**src/sv/sfe_pkg.sv**
```systemverilog
// ----------------------------------------------------------------------------
// sfe_pkg
// Shared word width, operation codes and pipeline stage payload types for the
// floored / Euclidean signed divider.
// ----------------------------------------------------------------------------
package sfe_pkg;

    localparam int DATA_WIDTH = 32;

    typedef logic [DATA_WIDTH-1:0] t_word;

    // rounding mode codes
    typedef enum logic {
        OP_FLOOR  = 1'b0,
        OP_EUCLID = 1'b1
    } t_op;

    // per-beat context that rides alongside the divide data
    typedef struct packed {
        t_op  op;
        logic sa;   // dividend negative
        logic sb;   // divisor negative
        logic dbz;  // divisor was zero
    } t_ctx;

    // payload of one divide stage
    typedef struct packed {
        t_ctx  ctx;
        t_word rem;  // partial remainder
        t_word quo;  // dividend bits shifting out, quotient bits shifting in
        t_word dvs;  // divisor magnitude
    } t_stage;

endpackage

```
**src/sv/sfe_prep.sv**
```systemverilog
// ----------------------------------------------------------------------------
// sfe_prep
// Input stage: takes signs and magnitudes of the operands and flags a zero
// divisor, loading the first register of the divide pipeline.
// ----------------------------------------------------------------------------
module sfe_prep import sfe_pkg::*; (
    input  logic   i_clk,
    input  logic   i_rst_n,
    input  logic   i_valid,
    output logic   o_ready,
    input  logic   i_ready,
    input  logic   i_op,
    input  t_word  i_dividend,
    input  t_word  i_divisor,
    output logic   o_valid,
    output t_stage o_data
);

    logic   r_valid;
    t_stage r_data;
    t_stage n_data;
    logic   sa;
    logic   sb;

    // register is free when empty or when its content moves on
    assign o_ready = !r_valid || i_ready;

    // signs and magnitudes
    assign sa = i_dividend[DATA_WIDTH-1];
    assign sb = i_divisor[DATA_WIDTH-1];

    always_comb begin
        n_data.ctx.op  = t_op'(i_op);
        n_data.ctx.sa  = sa;
        n_data.ctx.sb  = sb;
        n_data.ctx.dbz = (i_divisor == '0);
        n_data.rem     = '0;
        n_data.quo     = sa ? t_word'(~i_dividend + t_word'(1)) : i_dividend;
        n_data.dvs     = sb ? t_word'(~i_divisor + t_word'(1)) : i_divisor;
    end

    // valid bit
    always_ff @(posedge i_clk) begin
        if (!i_rst_n) begin
            r_valid <= 1'b0;
        end else if (o_ready) begin
            r_valid <= i_valid;
        end
    end

    // payload
    always_ff @(posedge i_clk) begin
        if (o_ready && i_valid) begin
            r_data <= n_data;
        end
    end

    assign o_valid = r_valid;
    assign o_data  = r_data;

endmodule

```
**config.mk**
```make
export PLATFORM = sky130hd
export DESIGN_NAME = sfe_prep
export DESIGN_NICKNAME = d
export VERILOG_FILES = /design/src/sv/sfe_pkg.sv /design/src/sv/sfe_prep.sv
export SDC_FILE = /design/constraint.sdc
export NUM_CORES = 1
export LEC_CHECK = 0
export BUFFER_PORTS_ARGS = -buffer_cell sky130_fd_sc_hd__buf_2
export CORE_ASPECT_RATIO = 0.9
export CORE_MARGIN = 2
export CORE_UTILIZATION = 42
export CTS_BUF_LIST = sky130_fd_sc_hd__clkbuf_16
export CTS_CLUSTER_DIAMETER = 120
export DETAILED_ROUTE_END_ITERATION = 7
export HOLD_SLACK_MARGIN = 0.02
export PLACE_DENSITY_LB_ADDON = 0.15
export SYNTH_ARGS = -nofsm -noshare
export SYNTH_HDL_FRONTEND = slang
export SYNTH_SLANG_ARGS = --single-unit
```
**constraint.sdc**
```tcl
create_clock -name i_clk -period 3.85 [get_ports i_clk]
set_input_delay 1.155 -clock i_clk [delete_from_list [all_inputs] [get_ports i_clk]]
set_output_delay 1.155 -clock i_clk [all_outputs]
set_load 0.005 [all_outputs]
```
# After elaboration in Yosys (flattened, before gate mapping)
# Cells that the tools add are included.
# op_classes
reduce_logical	4
muxes	2
bitwise_logic	2
n_addsub	2
# op_table
operator	n
$add A32 B1 Y32 const B	2
$not A32 Y32	2
$mux W31	2
$logic_not A32 Y1	1
$logic_and A1 B1 Y1	1
$logic_not A1 Y1	1
$logic_or A1 B1 Y1	1
# word_totals
output_inout_bits	102
reg_bits	69

# Depth between registers and ports, before layout
# depth
depth_word	3
depth_mapped	6

# Worst setup path before layout
# No wires, ideal clock.
# synth_path
path_type	in2reg
from	input i_ready
to	register r_data, in the netlist o_data[0] (enable)
arrival_ns	2.910
cell_stages	2
path_slack_ns	0.507
n_path_buf	0
required_time_ns	3.417
cell_sequence	nand2b_1 and2_1
# synth_between
elab_chain_cells	2
# synth_lines
element	line	source
start: declaration	sfe_prep.sv:11	input logic i_ready,
$logic_or A1 B1 Y1	sfe_prep.sv:26	assign o_ready = !r_valid || i_ready;
$logic_and A1 B1 Y1	sfe_prep.sv:53	if (o_ready && i_valid) begin
end signal: assignment	sfe_prep.sv:54	r_data <= n_data;
end: declaration	sfe_prep.sv:20	t_stage r_data;
# Every way passes these cells.
# A chain may end at the register's enable or synchronous reset.

==> results.toml <==
[final_layout]
design_area_sq_mm = 0.00480
num_antenna_cells = 0
nets = 533
area_growth_pct = 25.5
finalCoreUtilization_pct = 53.4
final_layout_size_suffix_gt1_share_pct = 35.1

[detailed_routing]
post_route_drc = 0
dr_total_vias = 2837
detail_route.wirelength_microns = 8270
wire_per_inst_microns = 14.1
routed_via_density = 4.84
detailedRoute.firstPassIterationCount = 4
drt_first_iter_violations = 78
drt.antenna.violating_nets = 0

[logic_synthesis]
synth_flop_cell = "edfxtp_1"
edff_count_synth = 68
postSynth.asyncResetShare_pct = 0
synth_top_area_cells = "edfxtp_1, xnor2_1, buf_4"
netlist_top_cells_count = "edfxtp_1, xnor2_1, buf_4"
synth_warnings = 0
netlist.top_cell.by_area = "edfxtp_1"
syn-instance-count = 316
synth_cell_types = 38
synthesis.area_per_instance_sq_um = 12.1
post-synth-top-count-cell = "edfxtp_1"
mapped_cell_area_sq_mm = 0.00383
synth.yosys.seq_area_share_pct = 53.9
synth.top_cell.area_share_pct = 53.3
count_of_state_elements_after_synthesis = 69

[global_routing]
antenna_found_initial = 0
first_global_vias = 2528
grt_use_total_pct = 16.4
grt_first_pass_wirelength_microns = 12700
grt_max_degree = 34
overflow = 0

[timing]
grt_setup_unrepaired = "no"
layout_min_cycle_time_ns = 2.83
max_freq_ghz = 0.354
worst_tran_pin_value_ns = 0.668
maxSlewViolCount = 0
setup_viol = 0
min_period_over_period_pct = 73.4
slew_headroom_pct = 55.1
holdWs_ns = 0.536
final_layout_setup_total_negative_slack_ns = 0
hold_viol = 0
fin_worst_skew_ns = 0.00774

[floorplan]
dieWidth_microns = 105
starting_density_of_the_core_pct = 42.5
boundaryPins = 171
chipHeight_microns = 94.6
floorplan.die_area_sq_mm = 0.00990
floorplan.core_area_sq_mm = 0.00900
row_count = 33

[cts]
clk_latency_ns = 0.32
clk_transition_reported_paths_ns = 0.05
clock-sinks = 69
tritoncts.num_buffers = 9
tritoncts_clock_tree = "built"
post_cts_hold_buffer_count = 0
max-clock-path-buffers = 2
ctsResizeCount = 0
post-cts-setup-buffers = 0
cts_root_buffer = "clkbuf_16"
cts_htree_levels = 3

[worst_hold_path]
whs_endpoint = "o_valid$_SDFFE_PN0N_"
worst_hold_path.num_cells = 2
worst_hold_path_type = "reg2reg"
worst_hold_startpoint = "o_valid$_SDFFE_PN0N_"

[setup_path]
crit_path_end_kind = "flop"
cp.arrival_ns = 2.88
crit_path_max_incr_delay_ns = 0.62
critPathKind = "in2reg"
worst-endpoint-required_ns = 3.91
ff2ff_path_depth = 3
rr_startpoint = "o_valid$_SDFFE_PN0N_"
reg2reg_setup_slack_ns = 2.06
cp_top_family = "simple AND/OR/NAND/NOR gates"
number_of_buffers_and_inverters_on_the_critical_path = 1
regToRegEndpoint = "o_data[41]$_DFFE_PP_"
timing.critical_path.fanout_max = 8
timing.critical_path.from_type = "primary input"
critPathSlowestCell = "nor4_2"
path_cells = "buf_2 > nor4_2 > nand4_1 > o41ai_1 > xnor2_1"

[placed_design]
io_buffers = 138
placement.cell_area_sq_mm = 0.00453
routabilityCongestion = 0.794
detailed_placement_wirelength_estimate_microns = 6230

[flow_run]
drv_cap = 0

[power]
worst_ir_drop_vdd_mv = 0.219
power.density_mw_per_mm2 = 407
leakagePower_nw = 1.86

[run_status]
status = "finished clean"
==> stage by stage <==
step | setup slack, ns | instances | power, W
after floorplan | 0.507 | 347 | 0.00109
after global placement | 0.790 | 571 | 0.00121
after detailed placement | 0.709 | 571 | 0.00121
after CTS | 1.04 | 586 | 0.00199
after global routing | 0.894 | 586 | 0.00204
final | 1.02 | 586 | 0.00195
==> routing by layer <==
metal / track usage [%] / up-vias / routed length [microns]
li1: - / 1408 / -
met1: 23.1 / 1312 / 3920
met2: 24.8 / 111 / 3680
met3: 5.18 / 6 / 581
met4: 4.00 / 0 / 80
met5: 0 / - / 0
==> cells by family after synthesis <==
| kind of cell | after synthesis | synth area share [%] |
|---|---|---|
| xor gates and xnor gates | 58 | 13.3 |
| DFF | 69 | 53.9 |
| and+or+nand+nor | 91 | 14.5 |
| AOI/OAI and AO/OA | 48 | 8.95 |
| other | 1 | 0.0979 |
| adders and majority gates | 4 | 1.31 |
| buffers and inverters | 45 | 7.97 |
==> worst min-delay path: stages, from the launching register on <==
cell and delay (ns):
dfxtp_1 0.31, nand2b_1 0.09, a21boi_0 0.09
==> registers in the layout (all words and copies together) (netlist names) <==
name	flops
o_data	68
o_valid	1
==> power by group <==
part	switching (W)	internal [W]	total (W)	leakage, nW
sequential	0.0000133	0.000904	0.000917	0.667
combinational	0.000151	0.000123	0.000274	1.04
clock	0.000276	0.000486	0.000762	0.150
==> worst max path at each step <==
stage                  start              endpoint  slack [ns]  cells past startpoint
2_1_floorplan        i_ready   o_data[0]$_DFFE_PP_        0.51                      2
5_1_grt        i_dividend[9]  o_data[53]$_DFFE_PP_        0.89                      5
3_5_place_dp   i_dividend[9]  o_data[53]$_DFFE_PP_        0.71                      5
3_3_place_gp   i_dividend[9]  o_data[53]$_DFFE_PP_        0.79                      5
4_1_cts        i_dividend[9]  o_data[53]$_DFFE_PP_        1.04                      5
6_report       i_dividend[9]  o_data[53]$_DFFE_PP_        1.02                      5
==> cell usage in the layout, fill, tap and decap left out, types with 7 or more instances in the layout <==
cell | Yosys | layout
xnor2_1 | 57 | 57
nor2_1 | 7 | 7
nor4_1 | 10 | 10
o21ai_0 | 16 | 16
edfxtp_1 | 68 | 68
inv_1 | 6 | 10
nand2_1 | 24 | 24
conb_1 | 1 | 32
nand2b_1 | 10 | 10
buf_2 | 0 | 138
clkbuf_16 | 0 | 9
o41ai_1 | 13 | 13
o31ai_1 | 16 | 16
==> layout make-up <==
cell class                 instances  area, sq um
fill                             851         4200
sequential                        69         2060
multi-input combinational        233         1580
timing repair buffer             141          713
clock buffer                       9          225
tap                              122          153
clock inverter                     6         50.0
inverter                           6         22.5
Power figures use the tool's default switching activity.
