**config.mk**
```make
export PLATFORM = sky130hd
export DESIGN_NAME = sfe_fixup
export DESIGN_NICKNAME = d
export VERILOG_FILES = /design/src/sv/sfe_pkg.sv /design/src/sv/sfe_fixup.sv
export SDC_FILE = /design/constraint.sdc
export NUM_CORES = 1
export LEC_CHECK = 0
export ABC_AREA = 1
export ABC_CLOCK_PERIOD_IN_PS = 14100
export BUFFER_PORTS_ARGS = -buffer_cell sky130_fd_sc_hd__buf_4
export CORE_MARGIN = 5
export CORE_UTILIZATION = 34
export CTS_CLUSTER_DIAMETER = 80
export DETAILED_ROUTE_END_ITERATION = 7
export PLACE_DENSITY = 0.61
export RECOVER_POWER = 50
export SLEW_MARGIN = 5
export SYNTH_ARGS = -nofsm -noshare
export SYNTH_HDL_FRONTEND = slang
export SYNTH_SLANG_ARGS = --single-unit
export TNS_END_PERCENT = 20
```
**constraint.sdc**
```tcl
create_clock -name i_clk -period 14.1 [get_ports i_clk]
set_input_delay 2.82 -clock i_clk [delete_from_list [all_inputs] [get_ports i_clk]]
set_output_delay 2.82 -clock i_clk [all_outputs]
set_load 0.01 [all_outputs]
```
**src/sv/sfe_pkg.sv**
```systemverilog
// ----------------------------------------------------------------------------
// sfe_pkg
// Shared word width, operation codes and pipeline stage payload types for the
// floored / Euclidean signed divider.
// ----------------------------------------------------------------------------
package sfe_pkg;

    localparam int DATA_WIDTH = 32;

    typedef logic [DATA_WIDTH-1:0] t_word;

    // rounding mode codes
    typedef enum logic {
        OP_FLOOR  = 1'b0,
        OP_EUCLID = 1'b1
    } t_op;

    // per-beat context that rides alongside the divide data
    typedef struct packed {
        t_op  op;
        logic sa;   // dividend negative
        logic sb;   // divisor negative
        logic dbz;  // divisor was zero
    } t_ctx;

    // payload of one divide stage
    typedef struct packed {
        t_ctx  ctx;
        t_word rem;  // partial remainder
        t_word quo;  // dividend bits shifting out, quotient bits shifting in
        t_word dvs;  // divisor magnitude
    } t_stage;

endpackage

```
**src/sv/sfe_fixup.sv**
```systemverilog
// ----------------------------------------------------------------------------
// sfe_fixup
// Output stage: applies signs and the floored or Euclidean correction to the
// unsigned quotient and remainder, zeroes results on a zero divisor, and
// holds the result beat until the consumer takes it.
// ----------------------------------------------------------------------------
module sfe_fixup import sfe_pkg::*; (
    input  logic   i_clk,
    input  logic   i_rst_n,
    input  logic   i_valid,
    output logic   o_ready,
    input  logic   i_stall,
    input  t_stage i_data,
    output logic   o_valid,
    output t_word  o_quotient,
    output t_word  o_remainder,
    output logic   o_divide_by_zero
);

    logic  r_valid;
    t_word r_quotient;
    t_word r_remainder;
    logic  r_dbz;
    t_op   r_op;
    logic  r_sb;
    t_word n_quotient;
    t_word n_remainder;

    t_word q_neg;
    t_word q_inc;
    t_word r_neg;
    t_word d_pos;
    t_word d_neg;
    logic  corr;

    assign o_ready = !r_valid || !i_stall;

    // candidate values, all in parallel
    assign q_neg = t_word'(~i_data.quo + t_word'(1));
    assign q_inc = t_word'(i_data.quo + t_word'(1));
    assign r_neg = t_word'(~i_data.rem + t_word'(1));
    assign d_pos = t_word'(i_data.dvs - i_data.rem);
    assign d_neg = t_word'(i_data.rem - i_data.dvs);

    // nonzero remainder needs a correction when its truncated sign is wrong
    always_comb begin
        corr = 1'b0;
        if (i_data.rem != '0) begin
            if (i_data.ctx.op == OP_FLOOR) begin
                corr = i_data.ctx.sa ^ i_data.ctx.sb;
            end else begin
                corr = i_data.ctx.sa;
            end
        end
    end

    // result select
    always_comb begin
        if (i_data.ctx.dbz) begin
            n_quotient  = '0;
            n_remainder = '0;
        end else if (!corr) begin
            n_quotient  = (i_data.ctx.sa ^ i_data.ctx.sb) ? q_neg : i_data.quo;
            n_remainder = i_data.ctx.sa ? r_neg : i_data.rem;
        end else begin
            // -q-1 is ~q; the same-sign case only arises in Euclidean mode
            n_quotient  = (i_data.ctx.sa ^ i_data.ctx.sb) ? ~i_data.quo : q_inc;
            n_remainder = i_data.ctx.sa ? d_pos : d_neg;
        end
    end

    // valid bit
    always_ff @(posedge i_clk) begin
        if (!i_rst_n) begin
            r_valid <= 1'b0;
        end else if (o_ready) begin
            r_valid <= i_valid;
        end
    end

    // result registers
    always_ff @(posedge i_clk) begin
        if (o_ready && i_valid) begin
            r_quotient  <= n_quotient;
            r_remainder <= n_remainder;
            r_dbz       <= i_data.ctx.dbz;
            r_op        <= i_data.ctx.op;
            r_sb        <= i_data.ctx.sb;
        end
    end

    assign o_valid          = r_valid;
    assign o_quotient       = r_quotient;
    assign o_remainder      = r_remainder;
    assign o_divide_by_zero = r_dbz;

    // zero divisor gives zero results
    a_dbz_zero: assert property (@(posedge i_clk) disable iff (!i_rst_n)
        r_valid && r_dbz |-> (r_quotient == '0) && (r_remainder == '0))
        else $error("zero divisor beat carries nonzero results");

    // Euclidean remainder is never negative
    a_euclid_sign: assert property (@(posedge i_clk) disable iff (!i_rst_n)
        r_valid && !r_dbz && (r_op == OP_EUCLID) |-> !r_remainder[DATA_WIDTH-1])
        else $error("Euclidean remainder negative");

    // floored nonzero remainder follows the divisor sign
    a_floor_sign: assert property (@(posedge i_clk) disable iff (!i_rst_n)
        r_valid && !r_dbz && (r_op == OP_FLOOR) && (r_remainder != '0)
        |-> (r_remainder[DATA_WIDTH-1] == r_sb))
        else $error("floored remainder sign differs from divisor sign");

endmodule

```
## Yosys cells after proc, flatten, opt, wreduce, memory -nomap -nowiden

Index checks and enable logic that the tools add are counted.

- Bits in registers: 66
- Input port bits: 104
- Output and inout port bits: 67
- Word-level logic and storage cells: 25

- Add/subtract/negate cells: 5
- Mux-type cells: 8
- Bitwise operators: 3
- Reductions and logical operators: 5

Operators with widths:

| cell | count |
|---|---|
| 32-bit 2-to-1 mux | 6 |
| 32-bit by 1-bit adder with 32-bit output (second input constant) | 3 |
| 32-bit inverter | 2 |
| 32-bit subtractor | 2 |
| 32-bit nonzero test | 1 |
| 1-bit logical NOT | 2 |
| 1-bit 2-to-1 mux | 2 |
| 1-bit logical AND | 1 |
| 1-bit logical OR | 1 |
| 1-bit bitwise XOR | 1 |

## Longest topological paths before layout

- Depth in word-level cells: 4
- Gate-level depth with buffers: 16
- Gate-level depth less buffers: 16

## Least setup slack after synthesis

OpenSTA, ideal clock, no wires.

- Path type: input -> register
- Start: input port i_valid
- End: register r_dbz, in the netlist o_divide_by_zero, enable pin
- Library setup time: 0.509 ns
- Arrival: 6.013 ns
- Data required time: 13.591 ns
- Setup slack: 7.578 ns
- Cell stages on the path: 2
- Path buffers: 0
- Path through: inv_1 a21oi_1

- Word-level cells in the longest chain between the ends: 1

RTL lines:

| item | RTL line | text |
|---|---|---|
| from (decl) | sfe_fixup.sv:10 | `input logic i_valid,` |
| 1-bit logical AND | sfe_fixup.sv:83 | `if (o_ready && i_valid) begin` |
| to (signal assigned) | sfe_fixup.sv:86 | `r_dbz <= i_data.ctx.dbz;` |
| to (decl) | sfe_fixup.sv:23 | `logic r_dbz;` |

No other way between the ends.
A chain may end at the register's enable or synchronous reset.

## Worst setup path after layout

- Start: input port i_valid
- End: register r_quotient[31], in the netlist o_quotient[31], enable pin

- Word-level cells in the longest chain between the ends: 1

RTL lines:

| item | RTL line | text |
|---|---|---|
| 1-bit logical AND | sfe_fixup.sv:83 |  |
| to (signal assigned) | sfe_fixup.sv:84 | `r_quotient <= n_quotient;` |
| to (decl) | sfe_fixup.sv:21 | `t_word r_quotient;` |

No other way between the ends.

==> metrics.cfg <==
[outcome]
status=complete, but fails checks
violations=capacitance limit, slew limit

[place]
port_buffers=170
place_ws_ns=8.06
dpl.cell_count=2072
place.gp.congestion=0.963
place_hpwl_um=28000

[clock_tree]
path_clk_slew_ns=0.06
clock-sinks=66
clock_tree.buffer_depth=2
cts_tree=done
clock_latency_ns=0.35
cts_setup_buffers=0
ctsHoldBuffers=0
cts.repair.resized=0
clockRootBuffer=clkbuf_16
cts_buffers=9
htreeDepth=3

[synthesis]
synth-edff-count=65
syn_nets=1766
yosys_warnings=0
synth_area_um2=9380
synth-seq-cells=66
synth_xor_area_share_pct=3.36
synth_fa_ha_area_share_pct=9.36
synthArstFlopShare_pct=0
synth_top_family_by_area=simple AND/OR/NAND/NOR gates
synthesis.instances=1593
yosys.area_share.simple_pct=41.1
muxShareOfSynthArea_pct=0
synth_compound_gate_area_share_pct=13.6
ys_seq_area_share_pct=21.0
avgSynthCellArea_um2=5.89
ys.flop_type=edfxtp_1
synth.distinct_cells=44

[floorplanning]
rows=60
num_io_pins=171
fp.coreArea_um2=27000
dieHeight_um=176
dieWidth_um=176
dieArea_um2=31000
start_util_pct=34.7

[routing]
drt_iter0_markers=927
drc=0
viasPerCell=5.15
wl_per_cell_um=16.9
firstDrtPassIters=5
antenna_left=0
via_count=10700
routed_wl_um=35400

[critical_path]
critical-path-slowest-cell=clkbuf_1
r2r_end=o_quotient[31]
cpPeakStageDelay_ns=2.80
crit_type=in -> reg
required_ns=13.97
crit_family=buffers and inverters
regToRegSetupSlack_ns=10.30
critPathLaunchType=primary input
arrival_ns=5.95
rr_startpoint=o_valid
crit_chain=clkbuf_4, inv_1, a21oi_4, clkbuf_1
setup.worst_path.end_class=flip-flop
cp_max_fo=65
cp_num_buf_inv=3
reg2reg_depth=2

[worst_hold_path]
hold_class=reg -> reg
min_path_cells=2
worstHoldEndpoint=o_valid
hp-start=o_valid

[timing]
setup_slack_ns=8.02
setup_violations=0
fin_skew_ns=0.0121
finalCritPeriodShare_pct=43.1
rsz0062_at_grt=no
fin_crit_ns=6.08
hold_violations=0
tns_ns=0
fmax_ghz=0.164
worst_pin_slew_ns=3.99
slew_viol_final=102
relSlewSlack_pct=-166

[final_layout]
fin_nets=1915
fillers=3049
fin_cells=2087
multi_input_area_um2=6340
seq_area_um2=1970
diodes=0
area_delta_synth_final_pct=16.9
drive_gt1_share_pct=8.99
fin_util_pct=40.6

[power]
leakage_nw=5.40
max-vdd-ir-drop_v=0.0000489
power_w=0.000801
power_density_nw_per_um2=73.0

[grt]
grt_max_degree=68
grt.overflow.total=0
antenna_found_initial=0
grt_pass1_vias=10300
track_usage_pct=22.2
grt_first_pass_wirelength_um=55100

[run]
cap_viol_max_count=2

==> metal layers <==
layer	global-route usage [%]	vias to the layer above	share of wire (%)
met5	0	-	0
met4	7.83	0	2.9
met1	30.1	4934	46
li1	-	5426	-
met3	2.61	53	5.7
met2	36.7	334	45
==> cells in the final DEF (no fill, tap or decap), drive strengths merged <==
master	netlist	layout
nand2	512	512
clkinvlp	0	2
a211oi	3	3
and2	1	1
o31ai	3	3
or4	1	1
xnor2	5	5
xor2	31	31
o21a	1	1
edfxtp	65	65
nand3	136	136
a21oi	122	122
dfxtp	1	1
buf	19	105
a211o	1	1
a31oi	3	3
ha	67	67
nand4	25	25
nand3b	10	10
nor2	188	188
o21ai	93	93
clkbuf	17	78
inv	237	237
fa	2	2
clkinv	0	3
o21bai	7	7
or2	4	4
a21boi	3	3
o211ai	3	3
bufinv	0	1
nor4	1	1
nor3	32	32
==> worst register-to-register path, cell delays in order (launching register included) <==
cell	delay, ns
dfxtp_1	0.34
a21oi_4	0.12
clkbuf_1	2.80
==> worst max-delay path by stage <==
stage                          start                to  depth (start not counted)  slack, ns
after global routing         i_valid   o_remainder[25]                          4       7.78
after floorplan              i_valid  o_divide_by_zero                          2       7.58
final                        i_valid    o_quotient[31]                          4       8.02
after global placement    i_data[98]     o_quotient[8]                         13       8.13
after detailed placement  i_data[98]    o_quotient[12]                         12       8.06
after CTS                    i_stall           o_ready                          3       8.14
==> cell usage after synthesis, types with 2 or more instances <==
cell type	instances	area, um^2
nand2_1	510	1910
inv_1	230	863
nor2_1	173	649
nand3_1	136	681
a21oi_1	122	611
o21ai_0	78	390
ha_1	67	838
edfxtp_1	65	1950
xor2_1	31	272
nor3_1	26	130
nand4_1	24	150
clkbuf_1	17	63.8
o21ai_1	13	65.1
buf_2	12	60.1
nand3b_1	10	75.1
nor2_2	10	62.6
o21bai_1	7	52.6
inv_2	6	22.5
nor3_2	6	60.1
nor2_4	5	56.3
xnor2_1	5	43.8
a21boi_0	3	22.5
a31oi_1	3	18.8
buf_4	3	22.5
buf_6	3	33.8
o211ai_1	3	22.5
or2_1	3	18.8
a211oi_1	2	15.0
fa_1	2	40.0
nand2_2	2	12.5
o21ai_2	2	17.5
o31ai_1	2	15.0
==> sequential cells by signal, indices dropped and copies added, names as in the netlist <==
| name | count |
|---|---|
| o_divide_by_zero | 1 |
| o_remainder | 32 |
| o_valid | 1 |
| o_quotient | 32 |
==> power by group <==
group | internal [W] | leakage [nW] | switching, W | total [W]
registers | 0.000239 | 0.656 | 0.00000698 | 0.000246
clock network | 0.000135 | 0.135 | 0.0000962 | 0.000231
logic | 0.000107 | 4.61 | 0.000217 | 0.000324
total | 0.000481 | 5.40 | 0.000320 | 0.000801
==> cell type report <==
class                           instances  share of cell area, %
Clock buffer                            9                   2.05
Sequential cell                        66                   18.0
Tap cell                              341                   3.89
Inverter                              237                   8.13
Timing Repair Buffer                  174                   9.58
Clock inverter                          6                  0.536
Multi-Input combinational cell       1254                   57.8
==> logic make-up after synthesis <==
family | after synthesis
AND/OR/NAND/NOR | 910
buffers and inverters | 273
AO/OA/AOI/OAI | 239
adder cells (fa/ha/maj) | 69
flip-flops | 66
XOR/XNOR | 36
==> per-stage QoR <==
step	area, um^2	hold WS (ns)
final	11000	0.548
after global routing	11000	0.594
after CTS	11200	0.552
after detailed placement	10900	0.546
after global placement	10900	0.543
after floorplan	9380	0.589
(Power assumes the default switching activity.)
