`config.mk`:
```
export PLATFORM = sky130hd
export DESIGN_NAME = sfe_div_stage
export DESIGN_NICKNAME = d
export VERILOG_FILES = /design/src/sv/sfe_pkg.sv /design/src/sv/sfe_div_stage.sv
export SDC_FILE = /design/constraint.sdc
export NUM_CORES = 1
export LEC_CHECK = 0
export BUFFER_PORTS_ARGS = -buffer_cell sky130_fd_sc_hd__buf_4
export CORE_ASPECT_RATIO = 1.25
export CORE_MARGIN = 4
export CORE_UTILIZATION = 54
export CTS_CLUSTER_SIZE = 28
export DETAILED_ROUTE_END_ITERATION = 7
export PLACE_DENSITY = 0.87
export SLEW_MARGIN = 20
export SYNTH_ARGS = -nofsm -noshare
export SYNTH_HDL_FRONTEND = slang
export SYNTH_SLANG_ARGS = --single-unit
```
`constraint.sdc`:
```
create_clock -name i_clk -period 5.32 [get_ports i_clk]
set_clock_uncertainty 0.05 [all_clocks]
set_input_delay 1.064 -clock i_clk [delete_from_list [all_inputs] [get_ports i_clk]]
set_output_delay 1.064 -clock i_clk [all_outputs]
set_load 0.02 [all_outputs]
```
`src/sv/sfe_pkg.sv`:
```
// ----------------------------------------------------------------------------
// sfe_pkg
// Shared word width, operation codes and pipeline stage payload types for the
// floored / Euclidean signed divider.
// ----------------------------------------------------------------------------
package sfe_pkg;

    localparam int DATA_WIDTH = 32;

    typedef logic [DATA_WIDTH-1:0] t_word;

    // rounding mode codes
    typedef enum logic {
        OP_FLOOR  = 1'b0,
        OP_EUCLID = 1'b1
    } t_op;

    // per-beat context that rides alongside the divide data
    typedef struct packed {
        t_op  op;
        logic sa;   // dividend negative
        logic sb;   // divisor negative
        logic dbz;  // divisor was zero
    } t_ctx;

    // payload of one divide stage
    typedef struct packed {
        t_ctx  ctx;
        t_word rem;  // partial remainder
        t_word quo;  // dividend bits shifting out, quotient bits shifting in
        t_word dvs;  // divisor magnitude
    } t_stage;

endpackage

```
`src/sv/sfe_div_stage.sv`:
```
// ----------------------------------------------------------------------------
// sfe_div_stage
// One restoring division step: shifts one dividend bit into the partial
// remainder, trial-subtracts the divisor and records one quotient bit.
// ----------------------------------------------------------------------------
module sfe_div_stage import sfe_pkg::*; (
    input  logic   i_clk,
    input  logic   i_rst_n,
    input  logic   i_valid,
    output logic   o_ready,
    input  logic   i_ready,
    input  t_stage i_data,
    output logic   o_valid,
    output t_stage o_data
);

    logic                  r_valid;
    t_stage                r_data;
    t_stage                n_data;
    logic [DATA_WIDTH:0]   shift_val;
    logic [DATA_WIDTH:0]   diff_val;
    logic                  fits;

    assign o_ready = !r_valid || i_ready;

    // trial subtract; top bit of the difference is the borrow
    assign shift_val = {i_data.rem, i_data.quo[DATA_WIDTH-1]};
    assign diff_val  = shift_val - {1'b0, i_data.dvs};
    assign fits      = !diff_val[DATA_WIDTH];

    always_comb begin
        n_data     = i_data;
        n_data.rem = fits ? diff_val[DATA_WIDTH-1:0] : shift_val[DATA_WIDTH-1:0];
        n_data.quo = {i_data.quo[DATA_WIDTH-2:0], fits};
    end

    // valid bit
    always_ff @(posedge i_clk) begin
        if (!i_rst_n) begin
            r_valid <= 1'b0;
        end else if (o_ready) begin
            r_valid <= i_valid;
        end
    end

    // payload
    always_ff @(posedge i_clk) begin
        if (o_ready && i_valid) begin
            r_data <= n_data;
        end
    end

    assign o_valid = r_valid;
    assign o_data  = r_data;

endmodule

```
[Word level (Yosys, flattened, before mapping)]
Cells that the tools add are included.
Cells by class
  reductions and logical operators: 4
  $add $sub $neg: 1
  mux-type cells: 1
Operator list (count)
  $sub 33x32->33: 1
  $mux 32: 1
  $logic_not 1->1: 2
  $logic_and 1x1->1: 1
  $logic_or 1x1->1: 1
Storage, ports and cells
  register bits after elaboration: 101
  output and inout port bits: 102
  input port bits: 104
  logic and storage cells: 14

[Longest topological paths before layout]
Gate-level depths: netlist (run 1).
  depth after elaboration: 3
  gate-level depth with buffers: 13
  depth with buffers taken out: 12

[Worst setup path after synthesis (run 1)]
OpenSTA, ideal clock, no wires.
  kind: input to register
  start point: input i_ready
  end point: register r_data (netlist bit o_data[0]), enable pin
  required time: 4800 ps
  arrival time: 3673 ps
  buffers on the path: 0
  stages on the path: 2
  library setup time: 470 ps
  path slack: 1127 ps
  cell sequence: nand2b_1 > and2_1
On the way
  cells in the longest elaborated chain, start to end: 2
RTL lines
  from (decl): line sfe_div_stage.sv:11  | input logic i_ready,
  $logic_or 1x1->1: line sfe_div_stage.sv:24  | assign o_ready = !r_valid || i_ready;
  $logic_and 1x1->1: line sfe_div_stage.sv:48  | if (o_ready && i_valid) begin
  to (signal assigned): line sfe_div_stage.sv:49  | r_data <= n_data;
  to (decl): line sfe_div_stage.sv:18  | t_stage r_data;
No other way between the ends.
A chain may end at the register's enable or synchronous reset.

==> flow_results.org, run 1 <==
** Placed design
- The congestion estimate from routability-driven global placement came to 0.910.
- Number of port buffers :: 205
- Prior to clock tree synthesis, the placed netlist has a worst setup slack of 1.15 ns.
- Once detailed placement completed, the half-perimeter wirelength came to 11.7 mm.
- Placed inst area :: 0.00712 mm^2

** Critical path
- CP required :: 5.37 ns
- STA classifies the critical path endpoint as a register.
- For this run, the slowest stage of the critical path takes 0.52 ns.
- The cell that appears most often on the critical path is o211ai_1.
- Highest net fanout along the worst path :: 20
- Reg2reg path depth :: 3
- Critical-path cell with the highest stage delay :: inv_2
- Kind of start point of the critical path :: input port
- Worst R2R Setup Slack :: 3.17 ns
- Critical Path AT :: 3.88 ns
- The critical path is of the input port to register type.
- Capture instance of the worst register-to-register path :: o_data[0]$_DFFE_PP_
- The worst register-to-register path begins at o_valid$_SDFFE_PN0N_.
- Critical Path, Cell by Cell :: buf_4 > inv_1 > ha_1 > a21oi_4 > o211ai_1 > a221o_1 > a211o_1 > o211ai_1 > o211ai_4 > inv_2 > mux2_4

** Final layout
- Fraction of final layout cells sized beyond drive strength 1 :: 0.364
- Total inserted antenna cells :: 0
- In the final design database the tool counted 803 nets.
- Register area :: 0.00302 mm^2
- Fillers :: 618
- Final standard cell area without fillers :: 0.00739 mm^2
- Compared with the post-synthesis result, the final layout area differs by 34.8%.
- Total area of multi-input combinational cells :: 0.00223 mm^2

** Timing
- Final Setup Violations :: 0
- Timing would allow up to 0.261 GHz.
- Headroom to the max-slew limit came out at 0.358.
- Final worst-path setup slack :: 1.49 ns
- Worst Tran Pin Value :: 0.962 ns
- Summed negative setup slack over all endpoints :: 0 ns
- Count of final max-slew check failures :: 0
- Final number of hold-violating endpoints :: 0
- Final worst-path cycle share :: 0.719
- RSZ-0062 raised after global routing :: false
- Subtracting the final worst setup slack from the clock period gives 3.83 ns.

** Detailed routing
- The first TritonRoute pass finished after 5 iterations.
- Final WL :: 15.4 mm
- The count of nets left with antenna violations once routing finished came out at 0.
- For this run, design rule violations remaining after detail routing come to 0.
- DR iter-0 viols :: 216
- Post-detailed-route via-to-cell ratio :: 5.69
- Final routed wire length divided by cell count :: 19.3 um
- Vias after detailed routing :: 4538

** Yosys
- In this run, synthesis inferred 100 flip-flops with an integrated enable.
- Post-Syn Nets :: 602
- The share of the Yosys chip area taken by registers is 0.551.
- The netlist uses 52 different library cells.
- The most used flip-flop cell after synthesis is edfxtp_1.
- Synthesized cell area :: 0.00549 mm^2
- During synthesis, Yosys emitted a total of 0 warnings.
- Synthesis produced 465 cells.
- Mean cell area of the mapped netlist :: 11.8 um^2
- Number of register bits inferred by synthesis :: 101
- Of all flip-flops after synthesis, the portion carrying an async set or reset was 0.

** Pwr
- For this design the ratio of total power to cell area is 301 mW/mm^2.
- After layout, the design draws a total of 2.22 mW.
- Across the VDD grid, the largest voltage drop is 0.167 mV.
- In this run the static leakage power is 3.36 nW.

** Clock tree
- Sink Count :: 101
- Count of hold buffers inserted by post-cts repair :: 0
- The root buffer cell chosen for the clock tree is clkbuf_16.
- Clock-pin slew reported for the worst setup and hold paths after clock tree synthesis :: 0.07 ns
- In this run the deepest clock path goes through 2 buffers.
- Total CTS buffers :: 9
- In this run, post-CTS repair resized a total of 0 instances.
- At the later pin of the worst-skew pair, clock insertion delay measures 0.35 ns.
- Clock H-tree levels :: 3
- TritonCTS built the clock tree.
- After clock tree synthesis, the setup repair step added 0 buffers.

** Global route
- Maximum number of pins on one net before global-route repair :: 74
- Overflow left after global routing :: 0
- The number of antenna violations at the first check in global routing is 0.
- First-pass GRT wire length :: 23.9 mm
- The via count of the first global-routing pass is 4573.
- In the global route stage, overall resource usage came out at 0.259.

** Min path
- Number of cells on the worst hold path :: 2
- The worst hold path terminates at o_valid$_SDFFE_PN0N_.
- The worst hold path begins at o_valid$_SDFFE_PN0N_.
- In this run the worst hold path is classified as register to register.

** Floorplan
- Pin placement for this block handled 206 I/O pins.
- Core outline area :: 0.00976 mm^2
- Die footprint :: 0.0118 mm^2
- Initial core utilization :: 0.562
- Row generation in the floorplan step produced 40 rows.
- Die height :: 121 um
- Floorplan die width :: 98.2 um

** Status
- The flow ran to the end, and the final reports show no timing, DRC or antenna violations.

** Job
- Maxcap violations :: 0
==> placed cells by master, fill, tap and decap left out, types with 9 or more instances in the layout <==
| cell type | Yosys | final |
|---|---|---|
| a21o_1 | 15 | 15 |
| a21oi_1 | 29 | 29 |
| buf_4 | 1 | 207 |
| clkbuf_16 | 0 | 9 |
| edfxtp_1 | 100 | 100 |
| ha_1 | 32 | 32 |
| inv_1 | 39 | 39 |
| mux2_4 | 18 | 18 |
| nand2_1 | 47 | 47 |
| nand3_1 | 9 | 9 |
| nor2_1 | 23 | 23 |
| o21ai_0 | 27 | 27 |
| xnor2_1 | 15 | 15 |
| xor2_1 | 9 | 9 |
==> cell usage after synthesis (6+ instances only) <==
| master | instances | area, um^2 |
|---|---|---|
| a21o_1 | 15 | 113 |
| a21oi_1 | 29 | 145 |
| and3_1 | 6 | 37.5 |
| clkbuf_1 | 13 | 48.8 |
| edfxtp_1 | 100 | 3000 |
| ha_1 | 32 | 400 |
| inv_1 | 39 | 146 |
| mux2_4 | 18 | 270 |
| nand2_1 | 47 | 176 |
| nand3_1 | 9 | 45.0 |
| nor2_1 | 23 | 86.3 |
| o211ai_1 | 6 | 45.0 |
| o21ai_0 | 27 | 135 |
| xnor2_1 | 15 | 131 |
| xor2_1 | 9 | 78.8 |
==> final cells by class <==
class / count / area share
inverter: 40 / 0.0203
tap: 126 / 0.0213
multi-input combinational: 307 / 0.302
sequential: 101 / 0.409
clock buffer: 11 / 0.0315
timing repair buffer: 207 / 0.210
clock inverter: 5 / 0.00609
==> worst max-delay path: cells and delay by family <==
kind	cells	cell delay, ns
buffers and inverters	3	0.65
AOI/OAI and AO/OA	6	1.38
adders and majority gates	1	0.42
muxes	1	0.36
==> layer usage <==
layer | track usage | vias to the layer above | share of wire
met5 | 0 | - | 0
met4 | 0.114 | 0 | 0.034
met3 | 0.0531 | 38 | 0.065
met1 | 0.278 | 2183 | 0.37
met2 | 0.485 | 200 | 0.53
li1 | - | 2117 | -
==> report_power, final <==
part	switching, mW	internal, mW	total, mW
Clock	0.301	0.324	0.625
Sequential	0.0211	0.962	0.983
Combinational	0.338	0.278	0.616
==> registers in the layout, indices dropped and copies added, names as in the netlist <==
signal / cells
o_data: 100
o_valid: 1
==> through the flow <==
| step | utilization | hold slack, ns | instances |
|---|---|---|---|
| 2_1_floorplan | - | 0.700 | 465 |
| 3_3_place_gp | 0.729 | 0.528 | 781 |
| 3_5_place_dp | 0.729 | 0.563 | 781 |
| 4_1_cts | 0.758 | 0.576 | 797 |
| 5_1_grt | 0.758 | 0.611 | 797 |
| 6_report | 0.758 | 0.560 | 797 |
==> logic make-up after synthesis <==
kind of cell,count (synthesis),synth area share
AND/OR/NAND/NOR,113,0.0965
XOR/XNOR,24,0.0383
flip-flops,101,0.551
multiplexers,19,0.0511
adder cells (fa/ha/maj),33,0.0766
AO/OA/AOI/OAI,118,0.144
buffers and inverters,57,0.0426
==> how the worst max path moves through the flow <==
stage,start,endpoint,slack (ns),cells past startpoint
3_3_place_gp,i_data[0],o_data[84]$_DFFE_PP_,1.26,11
6_report,i_data[16],o_data[68]$_DFFE_PP_,1.49,11
2_1_floorplan,i_ready,o_data[0]$_DFFE_PP_,1.13,2
3_5_place_dp,i_data[16],o_data[79]$_DFFE_PP_,1.15,11
4_1_cts,i_data[16],o_data[79]$_DFFE_PP_,1.49,11
5_1_grt,i_data[0],o_data[68]$_DFFE_PP_,1.32,11
Note: power is estimated with default switching activity, not from simulation.
==> run 2, diff against run 1 <==
--- a/config.mk
+++ b/config.mk
@@ -8,10 +8,10 @@
 export BUFFER_PORTS_ARGS = -buffer_cell sky130_fd_sc_hd__buf_4
 export CORE_ASPECT_RATIO = 1.25
 export CORE_MARGIN = 4
-export CORE_UTILIZATION = 54
+export CORE_UTILIZATION = 45
 export CTS_CLUSTER_SIZE = 28
 export DETAILED_ROUTE_END_ITERATION = 7
-export PLACE_DENSITY = 0.87
+export PLACE_DENSITY = 0.77
 export SLEW_MARGIN = 20
 export SYNTH_ARGS = -nofsm -noshare
 export SYNTH_HDL_FRONTEND = slang
==> constraint.sdc (replaced) <==
create_clock -name i_clk -period 3.25 [get_ports i_clk]
set_clock_uncertainty 0.05 [all_clocks]
set_input_delay 0.65 -clock i_clk [delete_from_list [all_inputs] [get_ports i_clk]]
set_output_delay 0.65 -clock i_clk [all_outputs]
set_load 0.02 [all_outputs]
==> run 2 against run 1 <==
Design area up 6.1%. First-iteration DRC count down 34%. Clock-buffer cell count down 1. Critical path depth up 1. Non-clock buffer count up 44. Setup slack worse by 1.2 ns. Routed wire length down 3.2%. Combinational power up 77%. Critical path type unchanged.
==> flow_results.org, run 2 (same netlist as run 1, synthesis figures left out) <==
** Floorplan
- The area enclosed by the die boundary was 0.0140 mm^2 (+18%).
- The overall die height came to 131 um (+8.9%).
- The placeable core region was 0.0118 mm^2 (+21%).
- Boundary Pins :: 206 (unchanged)
- The die width is 107 um (+8.8%).
- The initial core utilization was 0.466 (-0.0965).
- The floorplan row count came to 44 (+10%).

** Global route
- First-pass GRT wire length :: 23.5 mm (-1.5%)
- The via count of the first global-routing pass was 4563 (-0.22%).
- Met2 routing resource usage after global routing :: 0.388 (-0.0967)
- The total routing resource utilization after global routing came to 0.212 (-0.0467).
- Global-route met1 utilization :: 0.249 (-0.0292)
- The routing usage on met3 was 0.0383 (-0.0148).
- Antenna violations before repair :: 0 (unchanged)
- The overall overflow remaining after global route is 0 (unchanged).
- Maximum number of pins on one net before global-route repair :: 48 (-35%)
- Peak-usage layer in the global routing report :: met2

** Critical path
- Capture instance of the worst register-to-register path :: o_data[80]$_DFFE_PP_
- CP required :: 3.30 ns (-2.07 ns)
- Crit path largest cell delay :: 0.36 ns (-0.16 ns)
- Dominant delay contributor by cell family on the critical path :: compound AO/OA/AOI/OAI gates
- Critical Path, Cell by Cell :: buf_4 > inv_1 > ha_1 > a21oi_4 > o211ai_1 > a221o_1 > a211o_1 > o211ai_1 > o211ai_4 > inv_2 > buf_12 > mux2_4
- STA classifies the critical path startpoint as an input port.
- Tracing the worst setup path back leads to its startpoint at i_data[16].
- Critical path depth in cells :: 12 (+1)
- STA classifies the critical path endpoint as a register.
- Highest net fanout along the worst path :: 9 (-55%)
- RR Startpoint :: o_valid$_SDFFE_PN0N_
- Critical path capture point :: o_data[83]$_DFFE_PP_
- Worst R2R Setup Slack :: 1.46 ns (-1.71 ns)
- The worst setup path is of the input port to register kind.
- Most Frequent Cell on Critical Path :: o211ai_1
- Critical Path AT :: 3.05 ns (-0.83 ns)
- Critical-path cell with the highest stage delay :: ha_1
- Reg2reg path depth :: 3 (unchanged)
- Combined buffer and inverter count along the critical path :: 4 (+1)

** Final layout
- Fillers :: 935 (+51%)
- The final-stage net count came to 847 (+5.5%).
- The number of antenna repair diodes was 0 (unchanged).
- Leading cell type in the layout, fill and taps excluded :: buf_4
- The library cells used most frequently in the layout, excluding fill and tap cells, are buf_4 (248), edfxtp_1 (100), nand2_1 (47).
- Fraction of final layout cells sized beyond drive strength 1 :: 0.408 (+0.0448)
- The flip-flop count of the largest register, all copies and words added is 100 (unchanged).
- The number of cells in the finished layout apart from fillers is 876 (+9.9%).
- Layout-stage area growth over the synthesis result :: 43.0%

** Clock tree
- Count of instances resized after the clock tree is built :: 0 (unchanged)
- The number of buffers created by CTS was 9 (unchanged).
- Source-to-sink clock delay at the later pin of the worst-skew pair :: 0.34 ns (about the same)
- Post-CTS setup buffer count :: 0 (unchanged)
- Sink Count :: 101 (unchanged)
- The maximum buffer depth of the clock tree was 2 (unchanged).
- Clock Root Buffer :: clkbuf_16
- TritonCTS clock tree :: yes
- The maximum level of the CTS H-tree came to 3 (unchanged).
- The number of buffers inserted by hold repair at cts was 0 (unchanged).
- The clock transition at the registers of the reported paths was 0.07 ns (about the same).

** Detailed routing
- The via count normalized by instance count came to 5.05 (-11%).
- The total wirelength of the detailed-routed design was 14.9 mm (-3.2%).
- Antenna violation net count after detailed routing :: 0 (unchanged)
- Total iterations of the first detailed-routing run :: 4 (-1)
- Remaining routing DRC violations :: 0 (unchanged)
- Vias after detailed routing :: 4427 (-2.4%)
- DR iter-0 viols :: 142 (-34%)
- The per-cell routed wire length came to 17.0 um (-12%).

** Placed design
- Post-DP HPWL :: 12.1 mm (+3.0%)
- Number of instances in the placed design :: 860 (+10%)
- The quantity of I/O buffers inserted on ports is 205 (unchanged).
- Final GP Congestion :: 0.828 (-9.1%)
- Worst setup slack before clock tree synthesis :: -0.172 ns (-1.32 ns)

** Status
- Status :: completed

** Timing
- The setup-violating endpoint count in the final report is 0 (unchanged).
- Relative slew margins :: 0.597 (+0.239)
- Worst Tran Pin Value :: 0.604 ns (-0.358 ns)
- Count of final max-slew check failures :: 0 (unchanged)
- Fmax :: 0.333 GHz
- Final worst-path cycle share :: 0.925
- Final worst-path setup slack :: 0.245 ns (-1.25 ns)
- The final-report hold violation count came to 0 (unchanged).
- Final worst path period need :: 3.01 ns
- Setup repair after global routing left no endpoint under its margin.

** Pwr
- Leakage power :: 3.60 nW (+7.2%)
- Worst voltage drop across the vdd grid :: 0.228 mV (+37%)
- The total power density per cell area was 485 mW/mm^2 (+61%).

** Job
- Maxcap violations :: 0 (unchanged)

** Min path
- The worst hold path begins at i_data[51].
- The worst hold path belongs to the class input port to register.
- The worst hold path depth came to 1 (-1).
## run 2: worst min-delay path by stage
stage                                end  slack, ns
finish              o_data[52]$_DFFE_PP_       0.43
global route        o_data[96]$_DFFE_PP_       0.41
CTS                 o_data[52]$_DFFE_PP_       0.42
detailed placement  o_valid$_SDFFE_PN0N_       0.50
global placement    o_valid$_SDFFE_PN0N_       0.47
floorplan            o_data[0]$_DFFE_PP_       0.70
## run 2: power breakdown
part / switching [mW] / internal (mW)
Clock: 0.489 / 0.625
Sequential: 0.0313 / 1.57
Combinational: 0.560 / 0.528
Total: 1.08 / 2.73
## run 2: area by class of cell
type	count	area, um^2	area share
Sequential cell	101	3020	0.385
Inverter	40	150	0.0191
Timing Repair Buffer	251	1920	0.245
Clock inverter	6	70.1	0.00893
Tap cell	161	201	0.0257
Clock buffer	10	239	0.0305
Multi-Input combinational cell	307	2240	0.285
## run 2: through the flow
stage	hold slack, ns	util	total power [mW]	area [um^2]	setup TNS (ns)
after floorplan	0.699	-	2.25	5490	0
after global placement	0.470	0.639	2.70	7530	-2.02
after detailed placement	0.496	0.639	2.72	7530	-3.34
after CTS	0.418	0.665	3.84	7840	0
after global routing	0.411	0.666	3.99	7850	0
final	0.426	0.666	3.81	7850	0
## run 2: metal layers
metal  vias up  wire length, um
met5         -                0
met4         0              227
met3        15              849
met2       140             7970
met1      2068             5870
li1       2204                -
